==> src/rtl/wbps_pkg.sv <==
// Shared constants, register indexes and types of the wildcard byte pattern scanner.
package wbps_pkg;

   localparam int unsigned PATTERN_BYTES_DEF = 16;
   localparam int unsigned CSR_INDEX_W       = 3;
   localparam int unsigned CSR_DATA_W        = 64;
   localparam int unsigned ADDR_W            = 32;
   localparam int unsigned PLEN_W            = 5;

   localparam logic [ADDR_W-1:0] START_ADDRESS_RESET = 32'd4096;
   localparam logic [ADDR_W-1:0] POSITION_LIMIT      = 32'hFFFF_FFFF;
   localparam logic [PLEN_W-1:0] PATTERN_LENGTH_RESET = 5'd1;

   typedef enum logic [CSR_INDEX_W-1:0] {
      CSR_PATTERN_LOW    = 3'd0,
      CSR_PATTERN_HIGH   = 3'd1,
      CSR_PATTERN_LENGTH = 3'd2,
      CSR_RESULT_OFFSET  = 3'd3,
      CSR_START_ADDRESS  = 3'd4,
      CSR_END_ADDRESS    = 3'd5
   } csr_index_type;

   typedef struct packed {
      logic              found;
      logic [ADDR_W-1:0] match_address;
   } rsp_item_type;

endpackage

==> src/rtl/wildcard_byte_pattern_scanner.sv <==
// Top level of the wildcard byte pattern scanner: config, window cell chain, result logic.
//
//   channel | ports                                   | direction
//   --------+-----------------------------------------+----------
//   req     | req_valid/req_ready, data_byte, last_byte | in
//   rsp     | rsp_valid/rsp_ready, found, match_address | out
//   csr     | csr_write, csr_index, csr_wdata           | in
//
// One item per cycle while req_ready is high; an item's result (if any) is in the queue the next cycle.
// The window is a chain of PATTERN_BYTES cells, each comparing the byte it takes in
// against its pattern byte, so the match test finishes in the cycle of acceptance.
// req_ready drops only while both result slots hold items nobody has taken.
// Reset is synchronous; it clears the scan state and the result queue and returns the registers to reset values.
// The last byte of a buffer returns the scan state to reset; registers are kept.
module wildcard_byte_pattern_scanner #(
   parameter int unsigned PATTERN_BYTES = wbps_pkg::PATTERN_BYTES_DEF
) (
   input  logic                               clock,
   input  logic                               reset,
   input  logic                               req_valid,
   output logic                               req_ready,
   input  logic [7:0]                         req_data_byte,
   input  logic                               req_last_byte,
   output logic                               rsp_valid,
   input  logic                               rsp_ready,
   output logic                               rsp_found,
   output logic [wbps_pkg::ADDR_W-1:0]        rsp_match_address,
   input  logic                               csr_write,
   input  logic [wbps_pkg::CSR_INDEX_W-1:0]   csr_index,
   input  logic [wbps_pkg::CSR_DATA_W-1:0]    csr_wdata
);
   localparam int unsigned LW = $clog2(PATTERN_BYTES + 1);
   localparam int unsigned AW = wbps_pkg::ADDR_W;

   // configuration registers
   logic [63:0]                  pat_low_ff;
   logic [63:0]                  pat_high_ff;
   logic [wbps_pkg::PLEN_W-1:0]  plen_ff;
   logic [AW-1:0]                offset_ff;
   logic [AW-1:0]                start_ff;
   logic [AW-1:0]                end_ff;

   // scan state
   logic [AW-1:0] pos_ff, pos_in;
   logic [LW-1:0] seen_ff, seen_in;
   logic          reported_ff, reported_in;

   logic                         accept;
   logic                         scan;
   logic [LW-1:0]                seen_next;
   logic [LW-1:0]                len_eff;
   logic [AW-1:0]                match_start;
   logic                         in_range;
   logic                         window_hit;
   logic                         hit;
   logic                         push;
   wbps_pkg::rsp_item_type       push_item;
   wbps_pkg::rsp_item_type       head_item;
   logic                         queue_full;
   logic [127:0]                 pat_all;
   logic [PATTERN_BYTES*8-1:0]   pattern;
   logic [7:0]                   cell_byte [PATTERN_BYTES];
   logic [PATTERN_BYTES-1:0]     cell_hit;

   // ---- configuration writes ----
   always_ff @(posedge clock) begin
      if (reset) begin
         pat_low_ff  <= '0;
         pat_high_ff <= '0;
         plen_ff     <= wbps_pkg::PATTERN_LENGTH_RESET;
         offset_ff   <= '0;
         start_ff    <= wbps_pkg::START_ADDRESS_RESET;
         end_ff      <= '0;
      end else if (csr_write) begin
         unique case (wbps_pkg::csr_index_type'(csr_index))
            wbps_pkg::CSR_PATTERN_LOW:    pat_low_ff  <= csr_wdata;
            wbps_pkg::CSR_PATTERN_HIGH:   pat_high_ff <= csr_wdata;
            wbps_pkg::CSR_PATTERN_LENGTH: plen_ff     <= csr_wdata[wbps_pkg::PLEN_W-1:0];
            wbps_pkg::CSR_RESULT_OFFSET:  offset_ff   <= csr_wdata[AW-1:0];
            wbps_pkg::CSR_START_ADDRESS:  start_ff    <= csr_wdata[AW-1:0];
            wbps_pkg::CSR_END_ADDRESS:    end_ff      <= csr_wdata[AW-1:0];
            default: ;
         endcase
      end
   end

   // Length clamped to 1..PATTERN_BYTES.
   always_comb begin
      if (plen_ff == '0)
         len_eff = LW'(1);
      else if (32'(plen_ff) > 32'(PATTERN_BYTES))
         len_eff = LW'(PATTERN_BYTES);
      else
         len_eff = LW'(plen_ff);
   end

   assign pat_all = {pat_high_ff, pat_low_ff};
   assign pattern = pat_all[PATTERN_BYTES*8-1:0];

   // ---- handshake ----
   assign req_ready = !queue_full;
   assign accept    = req_valid && req_ready;
   // The top position is never scanned; the stream parks there.
   assign scan      = pos_ff != wbps_pkg::POSITION_LIMIT;

   // ---- window cell chain: cell 0 takes the newest byte ----
   for (genvar k = 0; k < PATTERN_BYTES; k++) begin : g_cell
      logic [7:0] shift_data;
      if (k == 0) begin : g_head
         assign shift_data = req_data_byte;
      end else begin : g_link
         assign shift_data = cell_byte[k-1];
      end
      wbps_cell #(
         .PATTERN_BYTES (PATTERN_BYTES),
         .INDEX         (k)
      ) u_cell (
         .clock      (clock),
         .shift_en   (accept && scan),
         .shift_data (shift_data),
         .pattern    (pattern),
         .len_eff    (len_eff),
         .byte_out   (cell_byte[k]),
         .hit        (cell_hit[k])
      );
   end

   assign window_hit = &cell_hit;

   // ---- match decision ----
   assign seen_next   = (seen_ff < LW'(PATTERN_BYTES)) ? seen_ff + LW'(1) : seen_ff;
   assign match_start = pos_ff - AW'(len_eff - LW'(1));
   assign in_range    = (match_start >= start_ff) && (match_start < end_ff);
   assign hit         = scan && !reported_ff && (seen_next >= len_eff) && in_range
                        && window_hit;

   always_comb begin
      push_item.found         = hit;
      push_item.match_address = hit ? match_start + offset_ff : '0;
      // a miss result goes out only at the end of a buffer with nothing reported
      push = accept && (hit || (req_last_byte && !reported_ff));
   end

   // ---- scan state update ----
   always_comb begin
      pos_in      = pos_ff;
      seen_in     = seen_ff;
      reported_in = reported_ff;
      if (accept) begin
         if (req_last_byte) begin
            pos_in      = '0;
            seen_in     = '0;
            reported_in = 1'b0;
         end else if (scan) begin
            pos_in      = pos_ff + AW'(1);
            seen_in     = seen_next;
            reported_in = reported_ff || hit;
         end
      end
   end

   always_ff @(posedge clock) begin
      if (reset) begin
         pos_ff      <= '0;
         seen_ff     <= '0;
         reported_ff <= 1'b0;
      end else begin
         pos_ff      <= pos_in;
         seen_ff     <= seen_in;
         reported_ff <= reported_in;
      end
   end

   // ---- result queue ----
   wbps_rsp_queue u_rsp_queue (
      .clock     (clock),
      .reset     (reset),
      .push      (push),
      .push_item (push_item),
      .full      (queue_full),
      .rsp_valid (rsp_valid),
      .rsp_ready (rsp_ready),
      .head_item (head_item)
   );

   assign rsp_found         = head_item.found;
   assign rsp_match_address = head_item.match_address;

endmodule

==> src/rtl/wbps_cell.sv <==
// One window cell: holds a stream byte, passes it on, and checks it against its pattern byte.
module wbps_cell #(
   parameter int unsigned PATTERN_BYTES = wbps_pkg::PATTERN_BYTES_DEF,
   parameter int unsigned INDEX         = 0
) (
   input  logic                                      clock,
   input  logic                                      shift_en,
   input  logic [7:0]                                shift_data,
   input  logic [PATTERN_BYTES*8-1:0]                pattern,
   input  logic [$clog2(PATTERN_BYTES+1)-1:0]        len_eff,
   output logic [7:0]                                byte_out,
   output logic                                      hit
);
   localparam int unsigned LW = $clog2(PATTERN_BYTES + 1);
   localparam int unsigned NW = $clog2(PATTERN_BYTES);

   logic [7:0]    win_ff;
   logic [7:0]    win_in;
   logic          used;
   logic [LW-1:0] pidx_full;
   logic [NW-1:0] pidx;
   logic [7:0]    pbyte;
   logic          wild;

   assign win_in = shift_en ? shift_data : win_ff;

   always_ff @(posedge clock) begin
      win_ff <= win_in;
   end

   assign byte_out = win_ff;

   // This cell carries pattern byte len-1-INDEX after the shift.
   assign used      = len_eff > LW'(INDEX);
   assign pidx_full = len_eff - LW'(1) - LW'(INDEX);
   assign pidx      = pidx_full[NW-1:0];
   assign pbyte     = pattern[pidx*8 +: 8];
   // Zero is a wildcard everywhere except the first pattern byte.
   assign wild      = (pidx != '0) && (pbyte == 8'h00);
   assign hit       = !used || wild || (shift_data == pbyte);

endmodule

==> src/rtl/wbps_rsp_queue.sv <==
// Two-slot result queue: output register plus skid slot.
module wbps_rsp_queue (
   input  logic                     clock,
   input  logic                     reset,
   input  logic                     push,
   input  wbps_pkg::rsp_item_type   push_item,
   output logic                     full,
   output logic                     rsp_valid,
   input  logic                     rsp_ready,
   output wbps_pkg::rsp_item_type   head_item
);
   wbps_pkg::rsp_item_type slot0_ff, slot0_in;
   wbps_pkg::rsp_item_type slot1_ff, slot1_in;
   logic [1:0]             count_ff, count_in;
   logic                   pop;

   assign pop       = (count_ff != 2'd0) && rsp_ready;
   assign rsp_valid = count_ff != 2'd0;
   assign full      = count_ff == 2'd2;
   assign head_item = slot0_ff;

   always_comb begin
      slot0_in = slot0_ff;
      slot1_in = slot1_ff;
      count_in = count_ff;
      case ({push, pop})
         2'b10: begin
            if (count_ff == 2'd0) slot0_in = push_item;
            else                  slot1_in = push_item;
            count_in = count_ff + 2'd1;
         end
         2'b01: begin
            slot0_in = slot1_ff;
            count_in = count_ff - 2'd1;
         end
         2'b11: begin
            if (count_ff == 2'd1) begin
               slot0_in = push_item;
            end else begin
               slot0_in = slot1_ff;
               slot1_in = push_item;
            end
         end
         default: ;
      endcase
   end

   always_ff @(posedge clock) begin
      slot0_ff <= slot0_in;
      slot1_ff <= slot1_in;
      if (reset) count_ff <= 2'd0;
      else       count_ff <= count_in;
   end

endmodule

==> config.mk <==
export PLATFORM = sky130hd
export DESIGN_NAME = wildcard_byte_pattern_scanner
export DESIGN_NICKNAME = d
export VERILOG_FILES = /design/src/rtl/wbps_pkg.sv /design/src/rtl/wildcard_byte_pattern_scanner.sv /design/src/rtl/wbps_cell.sv /design/src/rtl/wbps_rsp_queue.sv
export SDC_FILE = /design/constraint.sdc
export NUM_CORES = 1
export LEC_CHECK = 0
export BUFFER_PORTS_ARGS = -buffer_cell sky130_fd_sc_hd__buf_2
export CAP_MARGIN = 20
export CORE_MARGIN = 2
export CORE_UTILIZATION = 35
export CTS_BUF_LIST = sky130_fd_sc_hd__clkbuf_16
export CTS_CLUSTER_SIZE = 24
export DETAILED_ROUTE_END_ITERATION = 8
export RECOVER_POWER = 25
export SLEW_MARGIN = 30
export SYNTH_ARGS = -nofsm -noshare
export SYNTH_HDL_FRONTEND = slang
export SYNTH_SLANG_ARGS = --single-unit
export TNS_END_PERCENT = 30
==> constraint.sdc <==
create_clock -name clock -period 19.05 [get_ports clock]
set_input_delay 0.9525 -clock clock [delete_from_list [all_inputs] [get_ports clock]]
set_output_delay 0.9525 -clock clock [all_outputs]
set_load 0.02 [all_outputs]
==> results.txt <==
----------------------------------------------------
[Outcome]
  Run status ... finished with violations
  Failing checks ... max-capacitance violations, max-slew violations

[Placed design]
  Cell total after placement ... 4567
  Placer Congestion ... 1.03
  Count of input and output buffers ... 115
  Half-perimeter wire length after detailed placement ... 90800 µm

[Critical path]
  CP endpoint kind ... register
  Critical Path Start Type ... register
  Data required time of the worst path ... 19.37 ns
  CP Class ... register to register
  Worst reg2reg startpoint ... plen_ff[4]
  Slowest stage delay, CP ... 0.61 ns
  Worst R2R Setup Slack ... 8.70 ns
  Top cell by count, worst path ... sky130_fd_sc_hd__buf_4
  Worst Path Arrival ... 10.68 ns
  Crit Path Max Fanout ... 65
  Worst-path cell with the longest stage delay ... sky130_fd_sc_hd__nor2_4
  Critical path origin ... plen_ff[4]

[Clock network]
  # clock sinks ... 455
  Root buf cell ... sky130_fd_sc_hd__clkbuf_16
  Setup Buffers After CTS ... 0
  Reg clk slew, reported paths ... 0.07 ns
  Clock latency at the later pin of the worst-skew pair ... 0.62 ns
  CTS buffer count ... 48
  Post-cts repair resize count ... 0
  Number of hold buffers added after CTS ... 0
  Clock tree from TritonCTS ... done
  Depth of the CTS H-tree ... 2
  Largest buffer count on any clock path ... 3

[Cells and area]
  Layout Cells excl Fill ... 4656
  Area overhead of the layout relative to synthesis ... 10.3%
  Final layout net count ... 3683
  Share of layout cells above drive strength 1 ... 0.127
  Most common library cell in the layout ignoring fill and taps ... sky130_fd_sc_hd__nand2_1
  Most frequent cells in the layout ... sky130_fd_sc_hd__nand2_1 (652), sky130_fd_sc_hd__a21oi_1 (342), sky130_fd_sc_hd__dfxtp_1 (266)
  Number of fillers in the final layout ... 8939

[Synthesis]
  Share of synthesized cell area in full adder, half adder and majority cells ... 0.0647
  Post-synthesis sequential area ratio ... 0.348
  Simple-gate area share of the yosys netlist ... 0.168
  Largest family of logic cells by synthesized area ... simple AND/OR/NAND/NOR gates
  Share of the synthesized netlist area taken by xor and xnor gates ... 0.0618
  Share of cell area taken by muxes after synthesis ... 0.164
  EDFF count, synth ... 186
  Unique masters post-synth ... 88
  Yosys reg bits ... 455
  Syn avg cell area ... 9.15 µm²
  Mapped Nets ... 3689
  Number of warnings reported in the yosys synthesis log ... 0
  Post-Synthesis Cells ... 3447
  Post-synth ARST share ... 0
  Compound-cell area share of the yosys netlist ... 0.151
  Mapped cell area ... 31500 µm²
  Synth Flop Type ... sky130_fd_sc_hd__dfxtp_1

[Power]
  Peak VDD IR ... 0.0961 mV
  Power density relative to cell area ... 87.9 nW/µm²
  Static Leakage ... 12.8 nW

[Detailed routing]
  Number of iterations in the first detailed-routing pass ... 6
  Post-route ant nets ... 0
  Routed wire per std cell ... 26.0 µm
  Iter 0 DRT Violations ... 3211
  Via density per instance ... 5.92
  Total length of routed wires ... 121000 µm
  Post-route DRC ... 0
  Count of vias placed by the detailed router ... 27600

[Floorplan]
  Die Area ... 92500 µm²
  Starting density of the core ... 0.352
  Die extent in x ... 304 µm
  Vertical die dimension ... 304 µm
  Number of rows in the core area ... 110
  I/O pin total ... 116
  Core region area ... 89600 µm²

[GRT]
  Final global-route overflow total ... 0
  Pin count of the biggest net entering global routing ... 93
  Wire length of the first global-routing pass ... 177000 µm
  Initial antenna violation count ... 6
  Global router's overall resource usage ... 0.254
  Number of global-route vias before repair ... 25800

[Run]
  MaxCap Viol Count ... 2

[STA]
  Max transition margin ... -1.28
  Slew Limit Fails ... 130
  Worst hold margin ... 0.454 ns
  Fin crit period ... 10.35 ns
  Fmax ... 96.6 MHz
  Setup repair after global routing missed its margin ... false
  Skew final ... 0.0315 ns
  Transition time at the pin with the least slew margin ... 3.43 ns
  Count of endpoints failing hold in the final timing report ... 0
  Total of endpoints with negative setup slack in the final report ... 0
  Post-route clock period utilization ... 0.544
  Sum of negative setup slack ... 0 ns

[Hold path]
  Min-delay worst type ... register to register
  Hold Startpoint ... start_ff[1]

----------------------------------------------------
## through the flow
stage	total power, mW	util	setup slack [ns]	instance area [µm²]
final	3.06	0.388	8.70	34800
after global routing	3.19	0.388	8.06	34800
after CTS	3.07	0.389	8.67	34800
after detailed placement	2.09	0.371	8.69	33200
after global placement	2.08	0.370	8.73	33200
after floorplan	1.80	-	8.84	31500
## power by group
part,total (mW),switching [mW],leakage (nW),internal [mW]
sequential,1.29,0.106,3.98,1.18
clock,0.974,0.430,0.801,0.544
combinational,0.794,0.509,7.99,0.285
## layer usage
metal | GRT usage | share of wire | vias up
met5 | 0 | 0.00036 | -
met4 | 0.135 | 0.063 | 8
met3 | 0.0506 | 0.087 | 287
met2 | 0.398 | 0.45 | 1346
met1 | 0.330 | 0.40 | 13400
li1 | - | - | 12500
## Yosys cell counts (33+ instances only)
cell type / count / area share
sky130_fd_sc_hd__nor2b_1: 36 / 0.0071
sky130_fd_sc_hd__nand3_1: 45 / 0.0071
sky130_fd_sc_hd__xnor2_1: 143 / 0.040
sky130_fd_sc_hd__a31oi_1: 41 / 0.0081
sky130_fd_sc_hd__buf_2: 33 / 0.0052
sky130_fd_sc_hd__a21o_1: 38 / 0.0090
sky130_fd_sc_hd__xor2_1: 75 / 0.021
sky130_fd_sc_hd__o21ai_0: 91 / 0.014
sky130_fd_sc_hd__nand2_1: 654 / 0.078
sky130_fd_sc_hd__clkbuf_1: 156 / 0.019
sky130_fd_sc_hd__mux4_2: 137 / 0.098
sky130_fd_sc_hd__edfxtp_1: 186 / 0.18
sky130_fd_sc_hd__o31ai_1: 50 / 0.012
sky130_fd_sc_hd__and3_1: 38 / 0.0075
sky130_fd_sc_hd__a211oi_1: 60 / 0.014
sky130_fd_sc_hd__nand4_1: 43 / 0.0085
sky130_fd_sc_hd__ha_1: 159 / 0.063
sky130_fd_sc_hd__mux2i_1: 181 / 0.057
sky130_fd_sc_hd__nor2_1: 157 / 0.019
sky130_fd_sc_hd__inv_1: 107 / 0.013
sky130_fd_sc_hd__nor3_1: 46 / 0.0073
sky130_fd_sc_hd__dfxtp_1: 269 / 0.17
sky130_fd_sc_hd__a21oi_1: 344 / 0.055
## sequential cells by signal, indices dropped and copies added (netlist names)
signal / count
g_cell.u_cell.byte_out: 120
pat_high_ff: 64
pat_low_ff: 64
u_rsp_queue.head_item: 33
u_rsp_queue.slot1_ff: 33
end_ff: 32
offset_ff: 32
pos_ff: 32
start_ff: 32
plen_ff: 5
seen_ff: 5
u_rsp_queue.count_ff: 2
reported_ff: 1
## cell families after synthesis
family	after synthesis
xor+xnor	220
mux	343
simple gates	1157
fa+ha+maj	162
compound gates	774
buf+inv	336
flops	455
## layout make-up
type | count | area [µm²] | share of cell area
Tap cell | 1176 | 1470 | 0.0423
Clock inverter | 39 | 387 | 0.0111
Inverter | 115 | 432 | 0.0124
Timing Repair Buffer | 165 | 968 | 0.0278
Multi-Input combinational cell | 2656 | 19400 | 0.556
Clock buffer | 48 | 1200 | 0.0345
Antenna cell | 2 | 5.00 | 0.000144
Sequential cell | 455 | 11000 | 0.315
## final timing paths
check | end | depth (start not counted)
setup / recovery | u_rsp_queue.slot1_ff[24] | 33
hold reg to reg | start_ff[1] | 2
setup reg to reg | u_rsp_queue.slot1_ff[24] | 33
hold / removal | start_ff[1] | 2
## worst max-delay path, delay by kind of cell (launching register included)
kind                     cells  cell delay [ns]
AO/OA/AOI/OAI               15             4.43
AND/OR/NAND/NOR              8             1.86
flip-flops                   1             0.32
buffers and inverters        6             2.10
XOR/XNOR                     1             0.31
adder cells (fa/ha/maj)      3             0.97
Power figures use the tool's default switching activity.
